**src/hpid_pkg.sv**
```systemverilog
// ----------------------------------------------------------------------------
// hpid_pkg
// Shared widths, reset values, register codes and beat types for the heading
// PID controller with setpoint schedule.
// ----------------------------------------------------------------------------
`default_nettype none

package hpid_pkg;

    // Field and datapath widths.
    localparam int HEADING_W  = 15;
    localparam int ERR_W      = 16;
    localparam int DIFF_W     = 17;
    localparam int SUM_W      = 32;
    localparam int GAIN_W     = 16;
    localparam int DWELL_W    = 10;
    localparam int IDX_W      = 2;
    localparam int DRIVE_W    = 13;
    localparam int NUM_SP     = 4;
    localparam int CFG_IDX_W  = 3;
    localparam int CFG_DATA_W = 16;

    // Product and accumulation widths (Q.20).
    localparam int PROD_P_W = GAIN_W + 1 + ERR_W;
    localparam int PROD_I_W = GAIN_W + 1 + SUM_W;
    localparam int PROD_D_W = GAIN_W + 1 + DIFF_W;
    localparam int TOTAL_W  = PROD_I_W + 2;
    localparam int CLAMP_W  = 21;

    // Stream widths, padded to whole bytes.
    localparam int S_TDATA_W = 16;
    localparam int M_TDATA_W = 32;

    // Drive limit of plus or minus 0.5 in Q.20, and the rounding bias to Q.12.
    localparam logic signed [TOTAL_W-1:0] DRIVE_MAX  = TOTAL_W'(524288);
    localparam logic signed [TOTAL_W-1:0] DRIVE_MIN  = -TOTAL_W'(524288);
    localparam logic signed [CLAMP_W-1:0] ROUND_BIAS = CLAMP_W'(128);

    // Saturation bounds of the error sum.
    localparam logic signed [SUM_W-1:0] SUM_MAX = {1'b0, {(SUM_W-1){1'b1}}};
    localparam logic signed [SUM_W-1:0] SUM_MIN = {1'b1, {(SUM_W-1){1'b0}}};

    // Configuration register indexes.
    localparam logic [CFG_IDX_W-1:0] CFG_KP    = 3'd0;
    localparam logic [CFG_IDX_W-1:0] CFG_KI    = 3'd1;
    localparam logic [CFG_IDX_W-1:0] CFG_KD    = 3'd2;
    localparam logic [CFG_IDX_W-1:0] CFG_DWELL = 3'd3;
    localparam logic [CFG_IDX_W-1:0] CFG_SP0   = 3'd4;
    localparam logic [CFG_IDX_W-1:0] CFG_SP1   = 3'd5;
    localparam logic [CFG_IDX_W-1:0] CFG_SP2   = 3'd6;
    localparam logic [CFG_IDX_W-1:0] CFG_SP3   = 3'd7;

    // Register reset values.
    localparam logic [GAIN_W-1:0]    KP_RST    = 16'd1280;
    localparam logic [GAIN_W-1:0]    KI_RST    = 16'd26;
    localparam logic [GAIN_W-1:0]    KD_RST    = 16'd512;
    localparam logic [DWELL_W-1:0]   DWELL_RST = 10'd100;
    localparam logic [HEADING_W-1:0] SP0_RST   = 15'd715;
    localparam logic [HEADING_W-1:0] SP1_RST   = 15'd2145;
    localparam logic [HEADING_W-1:0] SP2_RST   = 15'd8579;
    localparam logic [HEADING_W-1:0] SP3_RST   = -15'sd8579;

    // Register file contents as seen by the datapath.
    typedef struct packed {
        logic [GAIN_W-1:0]                   kp;
        logic [GAIN_W-1:0]                   ki;
        logic [GAIN_W-1:0]                   kd;
        logic [DWELL_W-1:0]                  dwell;
        logic [NUM_SP-1:0][HEADING_W-1:0]    setpoint;
    } t_cfg;

    // Beat from the error stage to the control law stage.
    typedef struct packed {
        logic signed [ERR_W-1:0]  err;
        logic signed [SUM_W-1:0]  sum;
        logic signed [DIFF_W-1:0] diff;
        logic [IDX_W-1:0]         idx;
    } t_err_beat;

endpackage

`default_nettype wire

```
**src/hpid_err.sv**
```systemverilog
// ----------------------------------------------------------------------------
// hpid_err
// Input register and error stage: picks the scheduled setpoint, forms the
// error, updates the saturating error sum, the previous error and the
// setpoint schedule, and registers the result for the control law stage.
// ----------------------------------------------------------------------------
`default_nettype none

module hpid_err (
    input  wire logic                             i_clk,
    input  wire logic                             i_rst_n,
    input  hpid_pkg::t_cfg                        i_cfg,
    input  wire logic                             i_valid,
    input  wire logic [hpid_pkg::HEADING_W-1:0]   i_heading,
    output logic                                  o_ready,
    output logic                                  o_valid,
    output hpid_pkg::t_err_beat                   o_beat,
    input  wire logic                             i_ready
);

    // Input register.
    logic                              r_in_valid;
    logic [hpid_pkg::HEADING_W-1:0]    r_heading;

    // Controller state.
    logic signed [hpid_pkg::SUM_W-1:0] r_error_sum;
    logic signed [hpid_pkg::ERR_W-1:0] r_last_error;
    logic [hpid_pkg::DWELL_W-1:0]      r_tick_count;
    logic [hpid_pkg::IDX_W-1:0]        r_sched_idx;

    // Output register.
    logic                              r_out_valid;
    hpid_pkg::t_err_beat               r_beat;

    // Next values.
    logic                              out_free;
    logic                              fire;
    logic [hpid_pkg::HEADING_W-1:0]    target;
    logic signed [hpid_pkg::ERR_W-1:0] n_err;
    logic signed [hpid_pkg::SUM_W:0]   sum_wide;
    logic signed [hpid_pkg::SUM_W-1:0] n_error_sum;
    logic signed [hpid_pkg::DIFF_W-1:0] n_diff;
    logic [hpid_pkg::DWELL_W:0]        tick_inc;
    logic                              wrap;
    logic [hpid_pkg::DWELL_W-1:0]      n_tick_count;
    logic [hpid_pkg::IDX_W-1:0]        n_sched_idx;

    // Handshake: each register moves on when the one after it is free.
    assign out_free = !r_out_valid || i_ready;
    assign fire     = r_in_valid && out_free;
    assign o_ready  = !r_in_valid || out_free;

    // Error, saturating sum, difference and schedule step.
    always_comb begin
        target   = i_cfg.setpoint[r_sched_idx];
        n_err    = {target[hpid_pkg::HEADING_W-1], target}
                 - {r_heading[hpid_pkg::HEADING_W-1], r_heading};
        sum_wide = {r_error_sum[hpid_pkg::SUM_W-1], r_error_sum}
                 + {{(hpid_pkg::SUM_W+1-hpid_pkg::ERR_W){n_err[hpid_pkg::ERR_W-1]}}, n_err};
        if (sum_wide[hpid_pkg::SUM_W] != sum_wide[hpid_pkg::SUM_W-1]) begin
            n_error_sum = sum_wide[hpid_pkg::SUM_W] ? hpid_pkg::SUM_MIN : hpid_pkg::SUM_MAX;
        end else begin
            n_error_sum = sum_wide[hpid_pkg::SUM_W-1:0];
        end
        n_diff = {n_err[hpid_pkg::ERR_W-1], n_err}
               - {r_last_error[hpid_pkg::ERR_W-1], r_last_error};
        tick_inc = {1'b0, r_tick_count} + (hpid_pkg::DWELL_W+1)'(1);
        wrap     = tick_inc >= {1'b0, i_cfg.dwell};
        if (wrap) begin
            n_tick_count = '0;
            n_sched_idx  = r_sched_idx + hpid_pkg::IDX_W'(1);
        end else begin
            n_tick_count = tick_inc[hpid_pkg::DWELL_W-1:0];
            n_sched_idx  = r_sched_idx;
        end
    end

    // Control state and valid flags.
    always_ff @(posedge i_clk) begin
        if (!i_rst_n) begin
            r_in_valid   <= 1'b0;
            r_out_valid  <= 1'b0;
            r_error_sum  <= '0;
            r_last_error <= '0;
            r_tick_count <= '0;
            r_sched_idx  <= '0;
        end else begin
            if (o_ready) begin
                r_in_valid <= i_valid;
            end
            if (out_free) begin
                r_out_valid <= r_in_valid;
            end
            if (fire) begin
                r_error_sum  <= n_error_sum;
                r_last_error <= n_err;
                r_tick_count <= n_tick_count;
                r_sched_idx  <= n_sched_idx;
            end
        end
    end

    // Payload registers.
    always_ff @(posedge i_clk) begin
        if (o_ready && i_valid) begin
            r_heading <= i_heading;
        end
        if (fire) begin
            r_beat.err  <= n_err;
            r_beat.sum  <= n_error_sum;
            r_beat.diff <= n_diff;
            r_beat.idx  <= r_sched_idx;
        end
    end

    assign o_valid = r_out_valid;
    assign o_beat  = r_beat;

    // State moves only when a beat passes through the error stage.
    a_state_hold: assert property (@(posedge i_clk) disable iff (!i_rst_n)
        (i_rst_n && !fire) |=> ($stable(r_error_sum) && $stable(r_last_error)
                                && $stable(r_tick_count) && $stable(r_sched_idx)))
        else $error("controller state changed without a beat");

    // The schedule steps by exactly one when the dwell count runs out.
    a_sched_step: assert property (@(posedge i_clk) disable iff (!i_rst_n)
        (i_rst_n && fire && wrap) |=> (r_sched_idx == $past(r_sched_idx) + 2'd1
                                       && r_tick_count == '0))
        else $error("setpoint schedule did not advance");

    // A beat waiting in the input register is kept while the output is blocked.
    a_in_kept: assert property (@(posedge i_clk) disable iff (!i_rst_n)
        (i_rst_n && r_in_valid && !out_free) |=> r_in_valid)
        else $error("error stage dropped a beat");

endmodule

`default_nettype wire

```
**config.mk**
```make
export PLATFORM = sky130hd
export DESIGN_NAME = hpid_err
export DESIGN_NICKNAME = d
export VERILOG_FILES = /design/src/hpid_pkg.sv /design/src/hpid_err.sv
export SDC_FILE = /design/constraint.sdc
export NUM_CORES = 1
export LEC_CHECK = 0
export ABC_CLOCK_PERIOD_IN_PS = 17870
export BUFFER_PORTS_ARGS = -buffer_cell sky130_fd_sc_hd__buf_4
export CAP_MARGIN = 20
export CORE_MARGIN = 2
export CORE_UTILIZATION = 55
export DETAILED_ROUTE_END_ITERATION = 10
export GPL_TIMING_DRIVEN = 0
export PLACE_DENSITY_LB_ADDON = 0.15
export SYNTH_ARGS = -nofsm -noshare
export SYNTH_HDL_FRONTEND = slang
export SYNTH_SLANG_ARGS = --single-unit
```
**constraint.sdc**
```tcl
create_clock -name i_clk -period 17.87 [get_ports i_clk]
set_clock_uncertainty 0.1 [all_clocks]
set_input_delay 0 -clock i_clk [delete_from_list [all_inputs] [get_ports i_clk]]
set_output_delay 0 -clock i_clk [all_outputs]
set_load 0.01 [all_outputs]
```
== Word-level counts from Yosys, hierarchy flattened ==
Index checks and enable logic that the tools add are counted.

* Register bits: 144
* Bits of input ports: 137
* Logic and storage cells: 31

* Multiplexer cells: 5
* Eq/ne operators: 1
* Reduce and logical (&&, ||, !) cells: 7
* Order comparisons: 2
* Add/sub/neg operators: 5

{| class="wikitable"
|+ Operator list
! kind !! count
|-
| $mux W32 || 2
|-
| $add A32 B16 Y33 || 1
|-
| $bmux W15 S2 || 1
|-
| $sub A16 B16 Y17 || 1
|-
| $sub A15 B15 Y16 || 1
|-
| $mux W15 || 1
|-
| $add A10 B1 Y11 const B || 1
|-
| $ge A11 B10 Y1 || 1
|-
| $mux W10 || 1
|-
| $lt A2 B3 Y1 const B || 1
|-
| $add A2 B1 Y2 const B || 1
|-
| $logic_and A1 B1 Y1 || 2
|-
| $logic_not A1 Y1 || 2
|-
| $logic_or A1 B1 Y1 || 2
|-
| $reduce_and A2 Y1 || 1
|-
| $ne A1 B1 Y1 || 1
|}

== Depth between registers and ports, before layout ==
* Word-level depth: 6
* Mapped depth: 25
* Depth with buffers taken out: 22

== Least setup slack after synthesis ==
Ideal clock, no wire load.

* Kind: reg2reg
* Start point: register r_sched_idx[0] (netlist name)
* End point: register r_beat, in the netlist o_beat[45], data pin
* Data arrival time: 6,225 ps
* Setup slack: 11,285 ps
* Setup time: 260 ps
* Stages on the path, launching flop included: 23
* Cells stage by stage: dfxtp_1 -> clkbuf_1 -> clkbuf_1 -> mux4_2 -> ha_1 -> nand3_1 -> a211oi_1 -> o41a_1 -> o21ai_0 -> a21boi_0 -> o22ai_1 -> ha_1 -> buf_6 -> a21oi_2 -> o21ai_1 -> a2111oi_2 -> o31ai_2 -> o211a_4 -> o221ai_2 -> nor2_1 -> a21oi_2 -> buf_2 -> nand2_1

* Longest elaborated chain between the ends: 6
* Elaborated cells on any way between the ends: 7
* Classes of those cells: add/sub: 2; eq/ne: 1; mux: 4

{| class="wikitable"
|+ RTL lines
! item !! RTL line !! text
|-
| from (decl) || hpid_err.sv:29 || <nowiki>logic [hpid_pkg::IDX_W-1:0] r_sched_idx;</nowiki>
|-
| from (signal assigned) || hpid_err.sv:98 || <nowiki>r_sched_idx <= n_sched_idx;</nowiki>
|-
| $bmux W15 S2 * || hpid_err.sv:55 || <nowiki>target = i_cfg.setpoint[r_sched_idx];</nowiki>
|-
| $mux W15 (not written as such) * || hpid_err.sv:55 ||
|-
| $sub A15 B15 Y16 * || hpid_err.sv:57 || <nowiki>- {r_heading[hpid_pkg::HEADING_W-1], r_heading};</nowiki>
|-
| net n_err (one bit) || hpid_err.sv:39 || <nowiki>logic signed [hpid_pkg::ERR_W-1:0] n_err;</nowiki>
|-
| $add A32 B16 Y33 * || hpid_err.sv:59 || <nowiki>+ {{(hpid_pkg::SUM_W+1-hpid_pkg::ERR_W){n_err[hpid_pkg::ERR_W-1]}}, n_err};</nowiki>
|-
| $mux W32 or $ne A1 B1 Y1 (tied branches) || hpid_err.sv:61, hpid_err.sv:60 ||
|-
| $mux W32 * || hpid_err.sv:60 || <nowiki>if (sum_wide[hpid_pkg::SUM_W] != sum_wide[hpid_pkg::SUM_W-1]) begin</nowiki>
|-
| net n_error_sum (one bit) || hpid_err.sv:41 || <nowiki>logic signed [hpid_pkg::SUM_W-1:0] n_error_sum;</nowiki>
|-
| to (decl) || hpid_err.sv:33 || <nowiki>hpid_pkg::t_err_beat r_beat;</nowiki>
|}

The timed path passes the listed nets; every way through them passes the cells marked *. The select of a mux whose other input is x is not followed.
A chain may end at the register's enable or synchronous reset.

== Worst setup path in the final report ==
* Start point: register r_sched_idx[0] (netlist name)
* End point: register r_beat, in the netlist o_beat[34], data pin

The elaborated chain is that of the path after synthesis.

==> run metrics <==
max-cap violation count 0; Max Freq 0.136 GHz; synthesized area 0.00914 mm^2; async set or reset register ratio after synthesis 0%; I/O pins 206; CP Buf/Inv Count 5; post-route cell area 0.0114 mm^2; placed cell count 1317; CP max FO 19; grt met1 use 35.1%; post-synth top area share 27.0%; clk sinks 144; Initial DRC Count 465; Post-CTS Repair Setup Buffers 0; die area 0.0177 mm^2; Distinct cells, synth 76; CTS tree yes; commonest cells in the netlist nand2_1 (103), edfxtp_1 (82), ha_1 (77), inv_1 (65), dfxtp_1 (62); placed wire-length estimate 17.1 mm; pin count of the biggest net entering global routing 47; synth-to-layout area growth 25.0%; vias in the first global route 7474; PortBufs 157; critical path, cell by cell clkbuf_1 > clkbuf_1 > mux4_2 > ha_1 > nand3_1 > a211oi_1 > o41a_1 > o21ai_0 > a21boi_0 > o22ai_2 > buf_8 > ha_1 > buf_6 > a21oi_2 > o21ai_1 > a2111oi_2 > o31ai_2 > o211a_4 > o221ai_2 > nor2_1 > a21oi_2 > buf_2 > nand2_1; startpoint type of the worst setup path flop; total grt overflow 0; share of cells above drive strength 1 21.7%; GR met3 Demand/Resource 4.21%; CP max stage delay 0.77 ns; Reg area 0.00370 mm^2; Synth warnings 0; syn nets 1155; PD cells 104 mW/mm^2; Routed WL 23.5 mm; post-synthesis sequential area ratio 40.5%; main area contributors after synthesis edfxtp_1 (27%), dfxtp_1 (14%), ha_1 (11%), nand2_1 (4.2%), mux4_2 (3.7%); Post-synth EDFFs 82; Worst Hold Path Cells 6; met2 GRT Util 44.5%; worst path required time 17.93 ns; cell count after synthesis 938; first-pass GRT wire length 37.3 mm; Seq pwr share 35.1%; Placed Instance Area 0.0106 mm^2; Lkg Pwr 4.94 nW; worst hold endpoint r_tick_count[8]; Starting Density 55.7%; # DRC 0; Die W 133 um; Crit Reg-Reg Startpoint r_sched_idx[0]; fin util 69.6%; result of the run completed; Main synth FF type edfxtp_1; slowest CP cell clkbuf_1; VDD IR max 0.0000699 V; drt wl/cell 17.2 um; P_int 0.792 mW; RSZ-0062 raised after global routing no; leading area contributor after synthesis edfxtp_1; final setup margin 10.53 ns; hold wc startpoint i_cfg[68]; R2R Setup Slk 10.53 ns; arrival time worst endpoint 7.40 ns; worst slack, placed 10.54 ns; R2R Path End o_beat[34]; area of the multi-input gates 0.00499 mm^2; Num CTS Buffers 17; CTS root buffer clkbuf_16; worst skew pair latency 0.43 ns; Clock power frac 30.7%; FF-to-FF path depth 23; Detail Route Antenna Nets 0; Comb pwr share 34.3%; Tot GR Track Use 26.7%; gp weighted congestion 0.943; non-filler cells, final 1368; Fill cells 1260; row count 47; Via density 5.81; critical path class reg2reg; final setup fails 0; Slew @ Worst Pin 0.942 ns; clk buf depth 2; Sw Share 33.0%; Hold WC Path Type in2reg; H-tree Lvls 4; count leader, synth nand2_1; ANT cells 0; Stages on worst setup path 23; initial antenna violation count 0; Setup crit end kind flop; Top Family by Delay on Critical Path compound AO/OA/AOI/OAI gates; Synth Register Bits 144; final worst-path cycle share 41.1%; max-slew violations 0; setup TNS 0 ns; CORE AREA 0.0164 mm^2; Net Sw Power 0.391 mW; nets 1352; drt pass-1 iters 6; Slew HR 37.2%; Vert. Die Dim 133 um; final number of hold-violating endpoints 0; Mapped Avg Cell Area 9.74 um^2; Final min period 7.34 ns; Vias 7943; gr busiest metal met2; clk slew on worst S/H paths 0.06 ns
logic make-up after synthesis:
logic type	Yosys count	share of synthesized area, %
buffers and inverters	105	4.85
XOR/XNOR	55	5.27
multiplexers	17	3.92
AND/OR/NAND/NOR	263	13.9
adder cells (fa/ha/maj)	80	11.2
flip-flops	144	40.5
AO/OA/AOI/OAI	274	20.3
per-stage QoR:
| stage | total power [mW] | hold WS, ns |
|---|---|---|
| finish | 1.18 | 0.110 |
| global route | 1.24 | 0.170 |
| CTS | 1.18 | 0.109 |
| detailed placement | 0.813 | 0.0794 |
| global placement | 0.805 | 0.0786 |
| floorplan | 0.692 | -0.00113 |
routing by layer:
metal	part of all wire [%]	vias to the layer above	wire length [um]
li1	-	3876	-
met4	2.3	0	545
met3	5.8	38	1360
met5	0	-	0
met1	44	3737	10300
met2	48	292	11300
state kept, by name (all words and copies together), names as in the netlist:
signal,flops
r_tick_count,10
r_heading,15
o_valid,1
o_beat,67
r_last_error,16
r_error_sum,32
r_sched_idx,2
r_in_valid,1
timing repair:
item                      4_1_cts  5_1_grt
hold buffers                   19        0
resized for setup               0        0
hold endpoints to repair       23        0
power groups by stage:
stage	clock network (mW)	registers, mW	logic [mW]
floorplan	0	0.431	0.261
global placement	0	0.422	0.383
detailed placement	0	0.421	0.392
CTS	0.366	0.415	0.400
global route	0.381	0.418	0.443
finish	0.363	0.415	0.405
worst max-delay path by stage:
stage | from | end
floorplan | r_sched_idx[0] | o_beat[45]
global placement | r_sched_idx[0] | o_beat[47]
detailed placement | r_sched_idx[0] | o_beat[47]
CTS | r_sched_idx[0] | o_beat[47]
global route | r_sched_idx[0] | o_beat[32]
finish | r_sched_idx[0] | o_beat[34]
worst register-to-register path, delay by kind of cell, from the launching register on:
family	cells	cell delay, ns
AO/OA/AOI/OAI	12	2.95
adder cells (fa/ha/maj)	2	0.67
buffers and inverters	5	2.02
flip-flops	1	0.42
multiplexers	1	0.62
AND/OR/NAND/NOR	3	0.30
cells in the final DEF (no fill, tap or decap), types with 17 or more instances in the layout:
master         instances
buf_4                158
nand2_1              103
edfxtp_1              82
ha_1                  77
inv_1                 65
dfxtp_1               62
o21ai_0               61
a21oi_1               59
nor2_1                38
xnor2_1               38
a31oi_1               35
nand3_1               30
clkbuf_1              26
a21o_1                24
nor3_1                22
and3_1                20
dlygate4sd3_1         19
xor2_1                17
clkbuf_16             17
layout make-up:
| cell class | count | share of cell area [%] |
|---|---|---|
| Buffer | 38 | 1.71 |
| Clock buffer | 19 | 3.79 |
| Clock inverter | 13 | 1.44 |
| Inverter | 67 | 2.20 |
| Multi-Input combinational cell | 689 | 43.7 |
| Sequential cell | 144 | 32.4 |
| Tap cell | 220 | 2.41 |
| Timing Repair Buffer | 178 | 12.3 |
(Power assumes the default switching activity.)
