### config.mk
export PLATFORM = sky130hd
export DESIGN_NAME = hpid_cfg
export DESIGN_NICKNAME = d
export VERILOG_FILES = /design/src/hpid_pkg.sv /design/src/hpid_cfg.sv
export SDC_FILE = /design/constraint.sdc
export NUM_CORES = 1
export LEC_CHECK = 0
export BUFFER_PORTS_ARGS = -buffer_cell sky130_fd_sc_hd__buf_4
export CAP_MARGIN = 25
export CORE_ASPECT_RATIO = 1.1
export CORE_MARGIN = 2
export CORE_UTILIZATION = 53
export CTS_BUF_LIST = sky130_fd_sc_hd__clkbuf_4
export DETAILED_ROUTE_END_ITERATION = 12
export GPL_TIMING_DRIVEN = 0
export PLACE_DENSITY = 0.81
export SLEW_MARGIN = 0
export SYNTH_ARGS = -nofsm -noshare
export SYNTH_HDL_FRONTEND = slang
export SYNTH_SLANG_ARGS = --single-unit
### constraint.sdc
create_clock -name i_clk -period 1.7 [get_ports i_clk]
set_input_delay 0.17 -clock i_clk [delete_from_list [all_inputs] [get_ports i_clk]]
set_output_delay 0.17 -clock i_clk [all_outputs]
set_load 0.01 [all_outputs]
### src/hpid_pkg.sv
// ----------------------------------------------------------------------------
// hpid_pkg
// Shared widths, reset values, register codes and beat types for the heading
// PID controller with setpoint schedule.
// ----------------------------------------------------------------------------
`default_nettype none

package hpid_pkg;

    // Field and datapath widths.
    localparam int HEADING_W  = 15;
    localparam int ERR_W      = 16;
    localparam int DIFF_W     = 17;
    localparam int SUM_W      = 32;
    localparam int GAIN_W     = 16;
    localparam int DWELL_W    = 10;
    localparam int IDX_W      = 2;
    localparam int DRIVE_W    = 13;
    localparam int NUM_SP     = 4;
    localparam int CFG_IDX_W  = 3;
    localparam int CFG_DATA_W = 16;

    // Product and accumulation widths (Q.20).
    localparam int PROD_P_W = GAIN_W + 1 + ERR_W;
    localparam int PROD_I_W = GAIN_W + 1 + SUM_W;
    localparam int PROD_D_W = GAIN_W + 1 + DIFF_W;
    localparam int TOTAL_W  = PROD_I_W + 2;
    localparam int CLAMP_W  = 21;

    // Stream widths, padded to whole bytes.
    localparam int S_TDATA_W = 16;
    localparam int M_TDATA_W = 32;

    // Drive limit of plus or minus 0.5 in Q.20, and the rounding bias to Q.12.
    localparam logic signed [TOTAL_W-1:0] DRIVE_MAX  = TOTAL_W'(524288);
    localparam logic signed [TOTAL_W-1:0] DRIVE_MIN  = -TOTAL_W'(524288);
    localparam logic signed [CLAMP_W-1:0] ROUND_BIAS = CLAMP_W'(128);

    // Saturation bounds of the error sum.
    localparam logic signed [SUM_W-1:0] SUM_MAX = {1'b0, {(SUM_W-1){1'b1}}};
    localparam logic signed [SUM_W-1:0] SUM_MIN = {1'b1, {(SUM_W-1){1'b0}}};

    // Configuration register indexes.
    localparam logic [CFG_IDX_W-1:0] CFG_KP    = 3'd0;
    localparam logic [CFG_IDX_W-1:0] CFG_KI    = 3'd1;
    localparam logic [CFG_IDX_W-1:0] CFG_KD    = 3'd2;
    localparam logic [CFG_IDX_W-1:0] CFG_DWELL = 3'd3;
    localparam logic [CFG_IDX_W-1:0] CFG_SP0   = 3'd4;
    localparam logic [CFG_IDX_W-1:0] CFG_SP1   = 3'd5;
    localparam logic [CFG_IDX_W-1:0] CFG_SP2   = 3'd6;
    localparam logic [CFG_IDX_W-1:0] CFG_SP3   = 3'd7;

    // Register reset values.
    localparam logic [GAIN_W-1:0]    KP_RST    = 16'd1280;
    localparam logic [GAIN_W-1:0]    KI_RST    = 16'd26;
    localparam logic [GAIN_W-1:0]    KD_RST    = 16'd512;
    localparam logic [DWELL_W-1:0]   DWELL_RST = 10'd100;
    localparam logic [HEADING_W-1:0] SP0_RST   = 15'd715;
    localparam logic [HEADING_W-1:0] SP1_RST   = 15'd2145;
    localparam logic [HEADING_W-1:0] SP2_RST   = 15'd8579;
    localparam logic [HEADING_W-1:0] SP3_RST   = -15'sd8579;

    // Register file contents as seen by the datapath.
    typedef struct packed {
        logic [GAIN_W-1:0]                   kp;
        logic [GAIN_W-1:0]                   ki;
        logic [GAIN_W-1:0]                   kd;
        logic [DWELL_W-1:0]                  dwell;
        logic [NUM_SP-1:0][HEADING_W-1:0]    setpoint;
    } t_cfg;

    // Beat from the error stage to the control law stage.
    typedef struct packed {
        logic signed [ERR_W-1:0]  err;
        logic signed [SUM_W-1:0]  sum;
        logic signed [DIFF_W-1:0] diff;
        logic [IDX_W-1:0]         idx;
    } t_err_beat;

endpackage

`default_nettype wire

### src/hpid_cfg.sv
// ----------------------------------------------------------------------------
// hpid_cfg
// Configuration register file: gains, dwell count and the four setpoints.
// ----------------------------------------------------------------------------
`default_nettype none

module hpid_cfg (
    input  wire logic                             i_clk,
    input  wire logic                             i_rst_n,
    input  wire logic                             i_cfg_we,
    input  wire logic [hpid_pkg::CFG_IDX_W-1:0]   i_cfg_index,
    input  wire logic [hpid_pkg::CFG_DATA_W-1:0]  i_cfg_wdata,
    output hpid_pkg::t_cfg                        o_cfg
);

    hpid_pkg::t_cfg r_cfg;

    // Registers load their reset values and take writes by index.
    always_ff @(posedge i_clk) begin
        if (!i_rst_n) begin
            r_cfg.kp          <= hpid_pkg::KP_RST;
            r_cfg.ki          <= hpid_pkg::KI_RST;
            r_cfg.kd          <= hpid_pkg::KD_RST;
            r_cfg.dwell       <= hpid_pkg::DWELL_RST;
            r_cfg.setpoint[0] <= hpid_pkg::SP0_RST;
            r_cfg.setpoint[1] <= hpid_pkg::SP1_RST;
            r_cfg.setpoint[2] <= hpid_pkg::SP2_RST;
            r_cfg.setpoint[3] <= hpid_pkg::SP3_RST;
        end else if (i_cfg_we) begin
            case (i_cfg_index)
                hpid_pkg::CFG_KP:    r_cfg.kp    <= i_cfg_wdata;
                hpid_pkg::CFG_KI:    r_cfg.ki    <= i_cfg_wdata;
                hpid_pkg::CFG_KD:    r_cfg.kd    <= i_cfg_wdata;
                hpid_pkg::CFG_DWELL: r_cfg.dwell <= i_cfg_wdata[hpid_pkg::DWELL_W-1:0];
                hpid_pkg::CFG_SP0:   r_cfg.setpoint[0] <= i_cfg_wdata[hpid_pkg::HEADING_W-1:0];
                hpid_pkg::CFG_SP1:   r_cfg.setpoint[1] <= i_cfg_wdata[hpid_pkg::HEADING_W-1:0];
                hpid_pkg::CFG_SP2:   r_cfg.setpoint[2] <= i_cfg_wdata[hpid_pkg::HEADING_W-1:0];
                hpid_pkg::CFG_SP3:   r_cfg.setpoint[3] <= i_cfg_wdata[hpid_pkg::HEADING_W-1:0];
                default: begin
                end
            endcase
        end
    end

    assign o_cfg = r_cfg;

endmodule

`default_nettype wire

# Yosys cells after proc, flatten, opt, wreduce, memory -nomap -nowiden
# Index checks and enable logic that the tools add are counted.
dict set report word_totals {
  reg_bits 118
}
dict set report op_classes {
  eq_ne 7
  n_reduce_logical 9
}
# op n
set op_table {}
lappend op_table {{AND reduction 2 bit} 8}
lappend op_table {{== test 3 bit, second input constant} 4}
lappend op_table {{== test 3 x 2 -> 1 bit, second input constant} 2}
lappend op_table {{== test 3 x 1 -> 1 bit, second input constant} 1}
lappend op_table {{zero test 3 bit} 1}

# Longest topological paths before layout
# Gate-level depths: netlist of the first run.
dict set report depth {
  ltp_word 2
  mapped_depth 5
}

# Worst setup path before layout of the first run
# Ideal clock, no wire load.
dict set report synth_path {
  path_type {in2reg}
  startpoint {input port i_cfg_index[1] (netlist bit)}
  endpoint {register r_cfg, in the netlist o_cfg[93]}
  setup_ns 0.072
  t_arrival_ns 1.198
  setup_slack_ns 0.430
  cell_stages 5
  path_cell_list {clkbuf_1 nor4bb_1 buf_2 buf_4 mux2i_1}
}
dict set report synth_between {
  elab_chain_len 2
}
# item line
set synth_rtl {}
lappend synth_rtl {{start: declaration} hpid_cfg.sv:11} ;# input wire logic [hpid_pkg::CFG_IDX_W-1:0] i_cfg_index,
lappend synth_rtl {{== test 3 x 1 -> 1 bit} hpid_cfg.sv:30} ;# case (i_cfg_index)
lappend synth_rtl {{AND reduction 2 bit (no line)} --}
lappend synth_rtl {{end: declaration} hpid_cfg.sv:16} ;# hpid_pkg::t_cfg r_cfg;
# Every way passes these cells.
# A chain may end at the register's enable or synchronous reset.

# Worst setup path after layout of the first run
dict set report layout_path {
  startpoint {register r_cfg, in the netlist o_cfg[74]}
  endpoint {output port o_cfg[74] (netlist bit)}
}
# item line
set layout_lines {}
lappend layout_lines {{end: declaration} hpid_cfg.sv:13} ;# output hpid_pkg::t_cfg o_cfg
# No word-level cell between the ends.

==> impl_metrics.env, run 1 <==
export IMPL_status="completed"
export IMPL_final_util_pct=73.7
export IMPL_synthFlopType="dfxtp_1"
export IMPL_core_area_um2=8320
export IMPL_criticalPathCategory="reg -> out"
export IMPL_p_leak_nw=3.02
export IMPL_cts_buffers=17
export IMPL_post_cts_setup_buffers=0
export IMPL_irDropWorstVdd_uv=728
export IMPL_max_stage_delay_ns=0.39
export IMPL_grt_antenna_before_repair=0
export IMPL_pin_count=140
export IMPL_cts_max_path_buffers=2
export IMPL_worstMarginPinSlew_ns=0.641
export IMPL_finClkSkew_ns=0
export IMPL_synth_edf_count=0
export IMPL_largest_reg_flops=118
export IMPL_die_w_um=92.0
export IMPL_cts_htree_levels=4
export IMPL_num_vias=3784
export IMPL_cp_cell_sequence="buf_4"
export IMPL_stdcell_area_um2=6130
export IMPL_num_antenna_cells=0
export IMPL_wirelength_um=12600
export IMPL_cts_sinks=118
export IMPL_crit_required_ns=1.53
export IMPL_syn2layout_area_growth_pct=35.8
export IMPL_initial_utilization_pct=54.3
export IMPL_grt_pass1_vias=3791
export IMPL_maxCapViolCount=0
export IMPL_netlist_area_um2=4520
export IMPL_crit_path_end_kind="primary output"
export IMPL_path_max_fanout=2
export IMPL_cts_resized=0
export IMPL_drive_above_1_share_pct=29.4
export IMPL_ys_warn_count=0
export IMPL_drc_errors=0
export IMPL_async_flop_share_pct=0
export IMPL_holdCritPathClass="in -> reg"
export IMPL_p_per_area_nw_per_um2=874
export IMPL_ys_seq_area_share_pct=52.3
export IMPL_fin_hold_ws_ns=0.139
export IMPL_wl_per_cell_um=17.3
export IMPL_root_buffer="clkbuf_4"
export IMPL_dp_hpwl_um=9020
export IMPL_grt_pass1_wl_um=19600
export IMPL_std_cell_rows=35
export IMPL_drtAntennaViolNets=0
export IMPL_crit_family="flip-flops"
export IMPL_drt_pass1_iterations=5
export IMPL_final_max_slew_viol_count=0
export IMPL_dieArea_um2=9280
export IMPL_via_per_inst=5.19
export IMPL_final_period_utilization_pct=70.5
export IMPL_gr_total_overflow=0
export IMPL_synth_cell_types=16
export IMPL_final_net_count=627
export IMPL_max_freq_mhz=835
export IMPL_crit_arrival_ns=1.03
export IMPL_syn_avg_cell_area_um2=10.5
export IMPL_drtIter0Drc=131
export IMPL_setup_tns_ns=0
export IMPL_fillers=636
export IMPL_cp_start_kind="register"
export IMPL_hold_viol=0
export IMPL_syn_nets=454
export IMPL_fp_dieH_um=101
export IMPL_layout_setup_ws_ns=0.502
export IMPL_gp_congestion=0.860
export IMPL_placed_cell_area_um2=5690
export IMPL_slew_headroom_pct=57.3
export IMPL_setup_viol=0
export IMPL_cts_tree="done"
export IMPL_place_ws_ns=0.0481
export IMPL_netlist_instances=432
export IMPL_grt_usage_pct=27.9
export IMPL_io_buffer_count=138
export IMPL_grt_max_degree=17
export IMPL_rsz0062_at_grt="no"
export IMPL_fin_crit_ns=1.20
export IMPL_path_clk_slew_ns=0.12
export IMPL_clk_latency_ns=0.51
export IMPL_cpMaxStageDelayCell="dfxtp_1"
export IMPL_ys_ff_latch=118
export IMPL_holdBufCountCts=16
export IMPL_critical_path_buf_inv_count=1
## layout by cell type, fill, tap and decap left out, types with 3 or more instances in the layout
master / count
buf_4: 141
mux2i_1: 118
dfxtp_1: 118
nand2_1: 99
nor2b_1: 50
clkbuf_1: 20
clkbuf_4: 17
dlygate4sd3_1: 16
buf_2: 8
clkinvlp_4: 6
inv_6: 4
nor4bb_1: 3
nand4b_1: 3
## report_power, final
part / total, mW / leakage (nW) / internal (mW) / switching [mW]
logic: 0.503 / 1.93 / 0.232 / 0.271
clock network: 1.99 / 0.135 / 0.877 / 1.12
registers: 2.86 / 0.956 / 2.83 / 0.0361
total: 5.36 / 3.02 / 3.93 / 1.42
## final timing paths
path | from | to | slack [ns] | cells past startpoint
worst min-delay path | i_cfg_we | o_cfg[1]$_SDFFE_PN1P_ | 0.14 | 4
worst min register to register | o_cfg[27]$_SDFFE_PN0P_ | o_cfg[27]$_SDFFE_PN0P_ | 0.47 | 2
worst max-delay path | o_cfg[74]$_SDFFE_PN0P_ | o_cfg[74] | 0.50 | 1
worst max register to register | o_cfg[19]$_SDFFE_PN0P_ | o_cfg[19]$_SDFFE_PN0P_ | 0.99 | 2
## routing by layer
metal / GRT usage, % / vias up / share of wire [%]
met5: 0 / - / 0
met4: 12.6 / 0 / 3.1
met3: 8.60 / 36 / 7.6
met2: 47.1 / 145 / 49
met1: 32.6 / 1807 / 40
li1: - / 1796 / -
## synthesized netlist by cell type (2+ instances only)
cell type | number | share of area [%]
and4b_1 | 2 | 0.44
buf_2 | 8 | 0.89
buf_4 | 3 | 0.50
buf_6 | 2 | 0.50
clkbuf_1 | 20 | 1.7
dfxtp_1 | 118 | 52
mux2i_1 | 118 | 26
nand2_1 | 99 | 8.2
nand4b_1 | 3 | 0.58
nand4bb_1 | 2 | 0.50
nor2b_1 | 50 | 6.9
nor4bb_1 | 3 | 0.67
## kinds of logic after synthesis
logic type | share of synthesized area, %
buf+inv | 3.63
simple gates | 17.9
flops | 52.3
mux | 26.2
## through the flow
step | cells | power (mW)
floorplan | 432 | 3.16
global placement | 681 | 3.38
detailed placement | 681 | 3.39
CTS | 729 | 5.38
global route | 729 | 5.54
finish | 729 | 5.36
## final cells by class
type                       instances  area [um^2]  share of cell area (%)
buffer                            34          164                    2.67
sequential                       118         2360                    38.5
clock buffer                      17          128                    2.08
multi-input combinational        280         1990                    32.4
tap                              111          139                    2.26
clock inverter                    15          154                    2.51
timing repair buffer             154         1200                    19.5
Power figures use the tool's default switching activity.
==> inputs of run 2 (changes only) <==
--- a/config.mk
+++ b/config.mk
@@ -5,15 +5,16 @@
 export SDC_FILE = /design/constraint.sdc
 export NUM_CORES = 1
 export LEC_CHECK = 0
+export ABC_AREA = 1
 export BUFFER_PORTS_ARGS = -buffer_cell sky130_fd_sc_hd__buf_4
 export CAP_MARGIN = 25
 export CORE_ASPECT_RATIO = 1.1
 export CORE_MARGIN = 2
-export CORE_UTILIZATION = 53
+export CORE_UTILIZATION = 48
 export CTS_BUF_LIST = sky130_fd_sc_hd__clkbuf_4
 export DETAILED_ROUTE_END_ITERATION = 12
 export GPL_TIMING_DRIVEN = 0
-export PLACE_DENSITY = 0.81
+export PLACE_DENSITY = 0.77
 export SLEW_MARGIN = 0
 export SYNTH_ARGS = -nofsm -noshare
 export SYNTH_HDL_FRONTEND = slang
==> constraint.sdc (replaced) <==
create_clock -name i_clk -period 1.1 [get_ports i_clk]
set_input_delay 0.11 -clock i_clk [delete_from_list [all_inputs] [get_ports i_clk]]
set_output_delay 0.11 -clock i_clk [all_outputs]
set_load 0.01 [all_outputs]
==> impl_metrics.env, run 2 <==
export IMPL_status="finished with violations"
export IMPL_violations="setup timing"
export IMPL_grt_usage_pct=29.8
export IMPL_criticalPathCategory="reg -> out"
export IMPL_crit_arrival_ns=1.02
export IMPL_synthFlopType="dfxtp_1"
export IMPL_drtAntennaViolNets=0
export IMPL_largest_reg_flops=118
export IMPL_grt_pass1_wl_um=24000
export IMPL_synth_cell_types=14
export IMPL_final_net_count=853
export IMPL_p_clk_share_pct=38.2
export IMPL_drtIter0Drc=386
export IMPL_fin_cells=961
export IMPL_path_depth=1
export IMPL_placed_cell_area_um2=5750
export IMPL_root_buffer="clkbuf_4"
export IMPL_cts_sinks=118
export IMPL_path_max_fanout=2
export IMPL_critical_path_buf_inv_count=1
export IMPL_reg2reg_depth=3
export IMPL_fin_crit_ns=1.13
export IMPL_initial_utilization_pct=49.1
export IMPL_drc_errors=0
export IMPL_worstMarginPinSlew_ns=0.584
export IMPL_crit_path_end_kind="primary output"
export IMPL_die_w_um=97.0
export IMPL_final_period_utilization_pct=102
export IMPL_grt_pass1_vias=4997
export IMPL_clk_latency_ns=0.54
export IMPL_synth_common_cells="nand2_1 (168), nor2_1 (168), dfxtp_1 (118)"
export IMPL_dp_cells=894
export IMPL_std_cell_rows=37
export IMPL_syn_avg_cell_area_um2=7.15
export IMPL_core_area_um2=9310
export IMPL_fin_hold_ws_ns=0.0171
export IMPL_dieArea_um2=10300
export IMPL_irDropWorstVdd_uv=762
export IMPL_syn2layout_area_growth_pct=52.9
export IMPL_grt_antenna_before_repair=0
export IMPL_max_stage_delay_ns=0.38
export IMPL_drt_pass1_iterations=6
export IMPL_cts_max_path_buffers=2
export IMPL_layout_setup_ws_ns=-0.0271
export IMPL_wl_per_cell_um=16.1
export IMPL_cp_cell_sequence="buf_6"
export IMPL_cts_tree="done"
export IMPL_p_comb_share_pct=13.5
export IMPL_pin_count=140
export IMPL_via_per_inst=5.26
export IMPL_num_vias=5057
export IMPL_stdcell_area_um2=6990
export IMPL_gp_congestion=0.870
export IMPL_finClkSkew_ns=0
export IMPL_synth_largest_area_cell="dfxtp_1"
export IMPL_fillers=705
export IMPL_p_per_area_nw_per_um2=1360
export IMPL_final_util_pct=75.1
export IMPL_syn_nets=661
export IMPL_ys_warn_count=0
export IMPL_ys_seq_area_share_pct=51.7
export IMPL_io_buffer_count=138
export IMPL_hold_depth=5
export IMPL_switchingPower_mw=2.62
export IMPL_drive_above_1_share_pct=40.2
export IMPL_path_clk_slew_ns=0.12
export IMPL_synth_edf_count=0
export IMPL_netlist_instances=639
export IMPL_mostFrequentLayoutCells="nand2_1 (168), nor2_1 (168), buf_6 (119)"
export IMPL_max_freq_mhz=887
export IMPL_switching_share_pct=27.7
export IMPL_final_max_slew_viol_count=0
export IMPL_pwr_share_seq_pct=48.3
export IMPL_dp_hpwl_um=10400
export IMPL_async_flop_share_pct=0
export IMPL_p_int_mw=6.85
export IMPL_rsz0062_at_grt="yes"
export IMPL_netlist_area_um2=4570
export IMPL_holdCritPathClass="in -> reg"
export IMPL_p_leak_nw=3.27
export IMPL_cp_start_kind="register"
export IMPL_hold_viol=0
export IMPL_cts_buffers=17
export IMPL_synth_area_leaders="dfxtp_1 (52%), nand2_1 (14%), nor2_1 (14%)"
export IMPL_grt_max_degree=17
export IMPL_setup_viol=61
export IMPL_cts_htree_levels=4
export IMPL_crit_family="flip-flops"
export IMPL_synth_top_area_share_pct=51.7
export IMPL_gr_total_overflow=0
export IMPL_wirelength_um=15500
export IMPL_fp_dieH_um=106
export IMPL_crit_required_ns=0.99
export IMPL_ys_ff_latch=118
export IMPL_cpMaxStageDelayCell="dfxtp_2"
export IMPL_slew_headroom_pct=61.1
export IMPL_maxCapViolCount=0
run 2: changes by cell type after synthesis, moves of 18 or more:
cell / before / now
nor2_1: 0 / 168
clkbuf_1: 20 / 2
nand3_1: 0 / 114
nand2_1: 99 / 168
inv_1: 0 / 22
nor2b_1: 50 / 0
mux2i_1: 118 / 0
run 2: cell families (layout without fill, tap and decap cells):
family        count (synthesis)  after routing  share of synthesized area, %
simple gates                462            462                          42.2
other cells                   0              1                             0
buf+inv                      59            263                          6.11
flops                       118            118                          51.7
run 2: power groups by stage:
stage          registers, mW  logic [mW]  clock network, mW
4_1_cts                 4.57        1.23               3.59
3_3_place_gp            4.60        1.04                  0
3_5_place_dp            4.61        1.07                  0
5_1_grt                 4.59        1.38               3.81
6_report                4.57        1.28               3.62
2_1_floorplan           4.66       0.510                  0
run 2: path summary, 6_finish.rpt:
path	startpoint	end	slack, ns
max	o_cfg[69]$_SDFFE_PN0P_	o_cfg[69]	-0.03
min	i_cfg_index[0]	o_cfg[71]$_SDFFE_PN0P_	0.02
max reg2reg	o_cfg[28]$_SDFFE_PN0P_	o_cfg[28]$_SDFFE_PN0P_	0.35
min reg2reg	o_cfg[59]$_SDFFE_PN1P_	o_cfg[59]$_SDFFE_PN1P_	0.48
run 2: layout make-up:
type                            count  area (um^2)  share of cell area, %
Antenna cell                        1         2.50                 0.0358
Buffer                             36          193                   2.76
Clock buffer                       17          128                   1.83
Clock inverter                     14          200                   2.87
Inverter                           23         86.3                   1.24
Multi-Input combinational cell    462         1930                   27.6
Sequential cell                   118         2510                   35.9
Tap cell                          117          146                   2.10
Timing Repair Buffer              173         1790                   25.7
run 2: per-stage QoR:
step | setup WS [ns] | power, mW | TNS [ns]
2_1_floorplan | 0.151 | 5.17 | 0
3_3_place_gp | -0.193 | 5.65 | -9.60
3_5_place_dp | -0.226 | 5.68 | -11.42
4_1_cts | -0.0290 | 9.39 | -1.52
5_1_grt | -0.0711 | 9.77 | -5.07
6_report | -0.0271 | 9.47 | -0.550
run 2: what timing repair did:
item                                    4_1_cts  5_1_grt
resized for setup                           236        0
endpoints found under the hold margin        41        0
endpoints found under the setup margin      118      118
hold buffers                                 21        0
buffers inserted                              6        8
pin swaps                                     0        0
run 2: layer usage:
layer	GRT usage, %	up-vias	share of wire, %
li1	-	2380	-
met1	33.5	2343	37
met2	50.3	273	50
met3	9.07	61	9.0
met4	16.6	0	4.1
met5	0	-	0
